`src/hdl/bdq_pkg.sv`:
```
// Package for the bounded deque: command and status codes, transfer structs
// and the control word between controller and datapath. No dependencies.
package bdq_pkg;

  localparam int WORD_W  = 32;
  localparam int LEVEL_W = 8;

  typedef enum logic [1:0] {
    CMD_PUSH_BACK  = 2'd0,
    CMD_PUSH_FRONT = 2'd1,
    CMD_POP_FRONT  = 2'd2,
    CMD_POP_BACK   = 2'd3
  } cmd_t;

  typedef enum logic [1:0] {
    ST_OK        = 2'd0,
    ST_OVERFLOW  = 2'd1,
    ST_UNDERFLOW = 2'd2
  } status_t;

  typedef struct packed {
    cmd_t                     cmd;
    logic signed [WORD_W-1:0] value;
  } in_item_t;

  typedef struct packed {
    status_t                  status;
    logic signed [WORD_W-1:0] popped;
    logic [LEVEL_W-1:0]       level;
  } out_item_t;

  typedef struct packed {
    logic load;
    logic exec;
    logic finish;
  } ctrl_cmd_t;

endpackage

```
`src/hdl/bdq_ctrl.sv`:
```
// Controller of the bounded deque: sequences one transfer through
// capture, execute and finish. Depends on bdq_pkg.
module bdq_ctrl (
  input  logic                clk,
  input  logic                rst_n,
  input  logic                start,
  output logic                busy,
  output logic                out_strobe,
  output bdq_pkg::ctrl_cmd_t  ctrl
);
  import bdq_pkg::*;

  typedef enum logic [1:0] {
    S_IDLE,
    S_EXEC,
    S_FINISH
  } state_t;

  state_t state_r;
  logic   busy_r;
  logic   strobe_r;

  always_ff @(posedge clk) begin
    if (!rst_n) begin
      state_r  <= S_IDLE;
      busy_r   <= 1'b0;
      strobe_r <= 1'b0;
    end else begin
      strobe_r <= 1'b0;
      case (state_r)
        S_IDLE: begin
          if (start) begin
            state_r <= S_EXEC;
            busy_r  <= 1'b1;
          end
        end
        S_EXEC: begin
          state_r <= S_FINISH;
        end
        S_FINISH: begin
          state_r  <= S_IDLE;
          busy_r   <= 1'b0;
          strobe_r <= 1'b1;
        end
        default: begin
          state_r <= S_IDLE;
          busy_r  <= 1'b0;
        end
      endcase
    end
  end

  assign ctrl.load   = (state_r == S_IDLE) && start;
  assign ctrl.exec   = (state_r == S_EXEC);
  assign ctrl.finish = (state_r == S_FINISH);
  assign busy        = busy_r;
  assign out_strobe  = strobe_r;

endmodule

```
`src/hdl/bdq_dpath.sv`:
```
// Datapath of the bounded deque: ring store, head and fill registers and the
// result register. Depends on bdq_pkg and is driven by bdq_ctrl.
module bdq_dpath #(
  parameter int DEPTH = 128
) (
  input  logic                clk,
  input  logic                rst_n,
  input  bdq_pkg::ctrl_cmd_t  ctrl,
  input  bdq_pkg::in_item_t   in_data,
  output bdq_pkg::out_item_t  out_data
);
  import bdq_pkg::*;

  localparam int AW = (DEPTH > 1) ? $clog2(DEPTH) : 1;
  localparam int CW = $clog2(DEPTH + 1);
  localparam int SW = CW + 1;
  localparam logic [SW-1:0] DEPTH_S = SW'(DEPTH);

  logic [WORD_W-1:0] mem [DEPTH];

  cmd_t                     cmd_r;
  logic signed [WORD_W-1:0] value_r;
  logic [AW-1:0]            head_r;
  logic [CW-1:0]            fill_r;
  logic [AW-1:0]            head_nxt;
  logic [CW-1:0]            fill_nxt;
  status_t                  status_r;
  logic                     pop_ok_r;
  logic [WORD_W-1:0]        rd_data_r;
  out_item_t                out_r;

  logic          full;
  logic          empty;
  logic          wr_en;
  logic          rd_en;
  logic [AW-1:0] addr;
  logic [AW-1:0] head_dec;
  logic [AW-1:0] head_inc;
  logic [SW-1:0] back_sum;
  logic [AW-1:0] back_idx;
  logic [SW-1:0] last_sum;
  logic [AW-1:0] last_idx;
  status_t       status_nxt;

  assign full    = (fill_r == CW'(DEPTH));
  assign empty   = (fill_r == '0);

  assign head_dec = (head_r == '0) ? AW'(DEPTH - 1) : head_r - AW'(1);
  assign head_inc = (head_r == AW'(DEPTH - 1)) ? '0 : head_r + AW'(1);

  assign back_sum = SW'(head_r) + SW'(fill_r);
  assign back_idx = (back_sum >= DEPTH_S) ? AW'(back_sum - DEPTH_S) : AW'(back_sum);
  assign last_sum = back_sum - SW'(1);
  assign last_idx = (last_sum >= DEPTH_S) ? AW'(last_sum - DEPTH_S) : AW'(last_sum);

  always_comb begin
    status_nxt = ST_OK;
    wr_en      = 1'b0;
    rd_en      = 1'b0;
    addr       = head_r;
    head_nxt   = head_r;
    fill_nxt   = fill_r;
    case (cmd_r)
      CMD_PUSH_BACK: begin
        if (full) begin
          status_nxt = ST_OVERFLOW;
        end else begin
          wr_en    = 1'b1;
          addr     = back_idx;
          fill_nxt = fill_r + CW'(1);
        end
      end
      CMD_PUSH_FRONT: begin
        if (full) begin
          status_nxt = ST_OVERFLOW;
        end else begin
          wr_en    = 1'b1;
          addr     = head_dec;
          head_nxt = head_dec;
          fill_nxt = fill_r + CW'(1);
        end
      end
      CMD_POP_FRONT: begin
        if (empty) begin
          status_nxt = ST_UNDERFLOW;
        end else begin
          rd_en    = 1'b1;
          addr     = head_r;
          head_nxt = head_inc;
          fill_nxt = fill_r - CW'(1);
        end
      end
      CMD_POP_BACK: begin
        if (empty) begin
          status_nxt = ST_UNDERFLOW;
        end else begin
          rd_en    = 1'b1;
          addr     = last_idx;
          fill_nxt = fill_r - CW'(1);
        end
      end
      default: begin
        status_nxt = ST_OK;
      end
    endcase
  end

  always_ff @(posedge clk) begin
    if (ctrl.exec && wr_en) begin
      mem[addr] <= value_r;
    end
    if (ctrl.exec && rd_en) begin
      rd_data_r <= mem[addr];
    end
  end

  always_ff @(posedge clk) begin
    if (!rst_n) begin
      head_r <= '0;
      fill_r <= '0;
    end else if (ctrl.exec) begin
      head_r <= head_nxt;
      fill_r <= fill_nxt;
    end
  end

  always_ff @(posedge clk) begin
    if (ctrl.load) begin
      cmd_r   <= in_data.cmd;
      value_r <= in_data.value;
    end
    if (ctrl.exec) begin
      status_r <= status_nxt;
      pop_ok_r <= rd_en;
    end
    if (ctrl.finish) begin
      out_r.status <= status_r;
      out_r.popped <= pop_ok_r ? rd_data_r : '0;
      out_r.level  <= LEVEL_W'(fill_r);
    end
  end

  assign out_data = out_r;

endmodule

```
`src/hdl/bounded_deque.sv`:
```
// Top level of the bounded deque: joins the controller and the datapath.
// Depends on bdq_pkg, bdq_ctrl and bdq_dpath.
//
// A fixed-capacity double-ended queue of signed 32-bit words held in a ring.
// An input transfer happens at a rising edge where start is high and busy is
// low; in_data carries the command (push back, push front, pop front, pop
// back) and the word to push. Each input transfer yields exactly one result
// on out_data, shown for one cycle while out_strobe is high: the status
// (ok, overflow or underflow), the popped word (zero unless a pop succeeded)
// and the fill level after the command.
// Timing: the item is captured at the accepting edge, executed against the
// store in the next cycle (one synchronous memory access), and the result is
// registered at the end of the finish state, at the same edge at which
// out_strobe rises. busy stays high through the execute and finish states,
// and a new item can be taken in the cycle in which the result is shown;
// no new item is taken before then.
// Reset (rst_n low, synchronous) empties the deque and drops any item in
// progress; the store contents need no clearing. The receiver cannot stall
// the block; a result must be taken in the cycle it is shown.
module bounded_deque #(
  parameter int DEPTH = 128
) (
  input  logic                clk,
  input  logic                rst_n,
  input  logic                start,
  output logic                busy,
  input  bdq_pkg::in_item_t   in_data,
  output logic                out_strobe,
  output bdq_pkg::out_item_t  out_data
);
  import bdq_pkg::*;

  ctrl_cmd_t ctrl;

  bdq_ctrl u_ctrl (
    .clk        (clk),
    .rst_n      (rst_n),
    .start      (start),
    .busy       (busy),
    .out_strobe (out_strobe),
    .ctrl       (ctrl)
  );

  bdq_dpath #(
    .DEPTH (DEPTH)
  ) u_dpath (
    .clk      (clk),
    .rst_n    (rst_n),
    .ctrl     (ctrl),
    .in_data  (in_data),
    .out_data (out_data)
  );

endmodule

```
`config.mk`:
```
export PLATFORM = sky130hd
export DESIGN_NAME = bounded_deque
export DESIGN_NICKNAME = d
export VERILOG_FILES = /design/src/hdl/bdq_pkg.sv /design/src/hdl/bdq_ctrl.sv /design/src/hdl/bdq_dpath.sv /design/src/hdl/bounded_deque.sv
export SDC_FILE = /design/constraint.sdc
export NUM_CORES = 2
export LEC_CHECK = 0
export ABC_CLOCK_PERIOD_IN_PS = 8300
export BUFFER_PORTS_ARGS = -buffer_cell sky130_fd_sc_hd__buf_2
export CAP_MARGIN = 20
export CORE_MARGIN = 2
export CORE_UTILIZATION = 45
export CTS_CLUSTER_DIAMETER = 80
export DETAILED_ROUTE_END_ITERATION = 16
export GPL_TIMING_DRIVEN = 0
export HOLD_SLACK_MARGIN = 0.06
export PLACE_DENSITY = 0.67
export SYNTH_ARGS = -nofsm -noshare
export SYNTH_HDL_FRONTEND = slang
export SYNTH_HIERARCHICAL = 1
export SYNTH_SLANG_ARGS = --single-unit
```
`constraint.sdc`:
```
create_clock -name clk -period 8.3 [get_ports clk]
set_input_delay 1.245 -clock clk [delete_from_list [all_inputs] [get_ports clk]]
set_output_delay 1.245 -clock clk [all_outputs]
set_load 0.005 [all_outputs]
```
==> summary by stage <==
Clocking
The clock net in this run drives a total of around 4200 sinks. In this run the post-CTS setup repair buffer count came out at 0. The hold-fix buffer count after cts is 0. The total clock buffers created by CTS is approximately 410. Clock-pin slew was measured on the worst setup and hold paths at 0.06 ns. The post-cts resize count is 0. The clock tree synthesis step divided the H-tree into 5 levels. TritonCTS built the clock tree. The clock network latency to the later pin of the worst-skew pair is slightly below 1 ns.

The cell at the root of the clock tree is sky130_fd_sc_hd__clkbuf_16. The clock passes through at most 4 buffers.

Power
The analysis attributes to cell leakage a power of between 60 and 70 nW. The internal portion of the total power is between 30 and 40 mW. The proportion of power drawn by the clock network is 0.363. The sequential group share of total power is 0.474. In this run the power density over the cells is between 200 and 300 nW/µm². Power comes to between 40 and 50 mW. The switching portion of total power is 0.267.

The net switching component of the power is roughly 13 mW. The worst supply voltage drop on vdd is about 210 µV. Of the total power, combinational logic draws 0.163.

Cells and area
The leading cell type in the layout, fill and taps excluded is sky130_fd_sc_hd__edfxtp_1. The finished cells cover roughly 190000 µm². The number of nets in the finished design is 8777. The library cells used most frequently in the layout, excluding fill and tap cells, are sky130_fd_sc_hd__edfxtp_1 (4207), sky130_fd_sc_hd__mux4_2 (896), sky130_fd_sc_hd__nand3_1 (562). The count of cells in the finished layout, fillers not included, comes to ~14000. The area growth from synthesis to layout is 17.8%. The fraction of final layout cells with drive strength greater than 1 is 0.276.

Floorplanning
The floorplan die area is 369000 µm². The number of ports placed on the die boundary is slightly above 80. The die span in x is 607 µm. The initial utilization of the core area, before any placement, comes to 0.452. Row generation in the floorplan step produced 221 rows. The placeable core area is 362000 µm². The floorplan step set the die height to about 600 µm.

Drt
Dividing the detail-routed via count by the number of cells gives between 6 and 7. After detailed routing, the number of remaining DRC violations is 0. The violation count after the first detailed-route iteration is approximately 14000. The first detailed-routing pass ran for 8 iterations. The detailed-route wire length per cell is approximately 35 µm. The detailed router placed roughly 87000 vias in this run. The number of nets with antenna violations after routing is 0. Wires add up to 479000 µm.

Logic synthesis
When the netlist entered floorplanning its net count stood at 7839. Of the synthesized area, sequential elements account for 0.774. The flip-flop and latch count after synthesis is ~4200. The async set-or-reset flop fraction in the synthesized netlist is 0.

Synthesis handed over a netlist of ~7800 instances. The area of the mapped netlist is about 160000 µm². The number of enable flip-flop cells after synthesis is 4207. The number of distinct library cell variants in the gate-level netlist after synthesis is 75. The average footprint of a synthesized cell is between 20 and 25 µm². In the synthesized netlist the dominant register cell turns out to be sky130_fd_sc_hd__edfxtp_1. The Yosys warning count is 6.

Critical path
Data on the critical path is required at its endpoint by between 8 and 9 ns. For flop-to-flop paths, the worst setup slack is 1.16 ns. The delay of the slowest cell on the worst path is around 1.1 ns.

STA classifies the critical path endpoint as a flip-flop. Along the worst path, the maximum fanout reaches 10. STA puts the critical path data arrival time at roughly 7.7 ns. The endpoint of the most critical setup path is u_dpath/rd_data_r[8]. Counting both buffers and inverters, the worst setup path holds a total of 5.

The startpoint-to-endpoint class of the critical path is flip-flop to flip-flop. The end of the worst register-to-register path is u_dpath/rd_data_r[8]. The library cell contributing the largest single delay on the critical path is sky130_fd_sc_hd__a222oi_1.

STA classifies the critical path startpoint as a flip-flop. The signal on the critical path passes through ha_1 > fa_1 > inv_1 > ha_1 > inv_1 > a2111oi_0 > o22ai_1 > a31oi_1 > nor2_1 > buf_2 > buf_2 > clkbuf_1 > nand3_1 > nand4_1 > a222oi_1 > nand4_1. The critical path runs through a total of 16 cells. The reg-to-reg critical path startpoint is u_dpath/fill_r[0].

The dominant delay contributor by cell family on the critical path is compound AO/OA/AOI/OAI gates. The most critical setup path has its startpoint at u_dpath/fill_r[0]. The count of cells along the worst register-to-register path is 16.

STA
Based on the critical path, the design can be clocked at up to approximately 0.14 GHz. In the finished design, the share of the clock period the worst path needs comes to 0.860. The final-report hold violation count is 0. The worst path in the final design needs a cycle of around 7 ns, including I/O delays and setup. Setup repair after global routing left no endpoint under its margin. The count of final max-slew check failures is 1. For the pin with the worst max-slew slack, the measured transition is roughly 1.5 ns.

The final number of setup-violating endpoints is 0. Headroom to the max-slew limit came out at -0.0112. On the final layout, the worst hold slack is between 0.4 and 0.5 ns. Across the routed clock network, the largest skew measured is approximately 0.067 ns.

Global routing
The first global-routing pass estimated approximately 660000 µm of wire. The total global routing track utilization is 0.258. The number of global-route vias before repair came to 85000. The remaining global-route overflow is 0.

The largest net degree at the start of global routing is 33. The initial antenna violation count is 42.

Status
The final reports fail on slew limit. The run finished, with violations left.

Place
After detailed placement, the design holds a cell count of 13100. The global placement routability congestion is 0.968. The total cell area at the placement stage is roughly 180000 µm². During placement, the flow inserted port buffers numbering 80. The estimated wirelength of the detail-placed design is about 350000 µm.

Min path
The type of the tightest min-delay check is flip-flop to flip-flop. The number of cells on the worst hold path is 0.

Job
Max-cap violations in this run came to 0.
==> layout make-up <==
class	count	area (µm²)
sequential	4226	127000
fill	27200	170000
buffer	486	3010
timing repair buffer	523	9140
tap	4794	6000
antenna	11	27.5
clock inverter	253	2090
clock buffer	504	10900
inverter	14	52.6
multi-input combinational	3058	34800
==> cell families after synthesis <==
family	after synthesis	synth area share
XOR/XNOR	17	0.000910
flip-flops	4226	0.774
AO/OA/AOI/OAI	523	0.0238
adder cells (fa/ha/maj)	18	0.00147
AND/OR/NAND/NOR	1278	0.0372
multiplexers	1222	0.144
buffers and inverters	500	0.0187
==> state kept, by name, summed over array words and instances, names as in the netlist, 2 cells and up <==
name,count
u_ctrl/state_r,2
u_dpath/status_r,2
u_dpath/value_r,32
u_dpath/fill_r,8
u_dpath/head_r,7
u_dpath/mem,4096
u_dpath/cmd_r,2
u_dpath/rd_data_r,32
u_dpath/out_data,42
==> synth_stat cells (all sizes together) (5+ instances only) <==
library cell	count	area share
ha	16	0.0012
nand3	562	0.017
clkbuf	156	0.0036
and2	37	0.0014
a222oi	33	0.0020
a41oi	65	0.0035
mux4	896	0.12
or4	5	0.00023
nand2	329	0.0075
inv	14	0.00032
edfxtp	4207	0.77
o21ai	18	0.00055
nor2	167	0.0038
xnor2	9	0.00048
xor2	8	0.00043
nand4	98	0.0037
o31ai	6	0.00034
nor2b	7	0.00028
mux2	65	0.0045
a211o	6	0.00033
a21oi	93	0.0029
nor3	30	0.0010
buf	330	0.015
nor4	20	0.00086
mux2i	261	0.016
o211ai	71	0.0033
nand2b	7	0.00027
a22oi	192	0.0088
o211a	5	0.00031
dfxtp	19	0.0023
==> worst min path at each step <==
| stage | from | end |
|---|---|---|
| finish | u_dpath/status_r[1] | u_dpath/out_data[41] |
| detailed placement | u_dpath/status_r[0] | u_dpath/out_data[40] |
| global route | in_data[14] | u_dpath/value_r[14] |
| floorplan | u_dpath/status_r[0] | u_dpath/out_data[40] |
| global placement | u_dpath/status_r[0] | u_dpath/out_data[40] |
| CTS | in_data[0] | u_dpath/value_r[0] |
==> routing by layer <==
metal | global-route usage | share of wire | vias to the layer above | wire length [µm]
li1 | - | - | 34600 | -
met1 | 0.353 | 0.37 | 45700 | 175000
met2 | 0.380 | 0.44 | 5701 | 212000
met3 | 0.0710 | 0.13 | 973 | 61800
met4 | 0.138 | 0.063 | 16 | 30300
met5 | 0 | 0.00024 | - | 113
==> power by group through the flow <==
stage               Sequential (mW)  Clock (mW)  Combinational (mW)
finish                         23.7        18.2                8.13
global route                   23.7        19.2                8.29
CTS                            23.7        18.4                7.92
detailed placement             24.1           0                7.88
global placement               24.7           0                6.94
floorplan                      24.3           0                4.10
==> through the flow <==
stage,utilization,worst slack (ns),setup TNS [ns]
floorplan,-,1.34,0
global placement,0.469,-3.55,-2456.48
detailed placement,0.496,1.34,0
CTS,0.532,1.27,0
global route,0.532,1.09,0
finish,0.532,1.16,0
No activity file was read; power rests on OpenSTA's default activity.
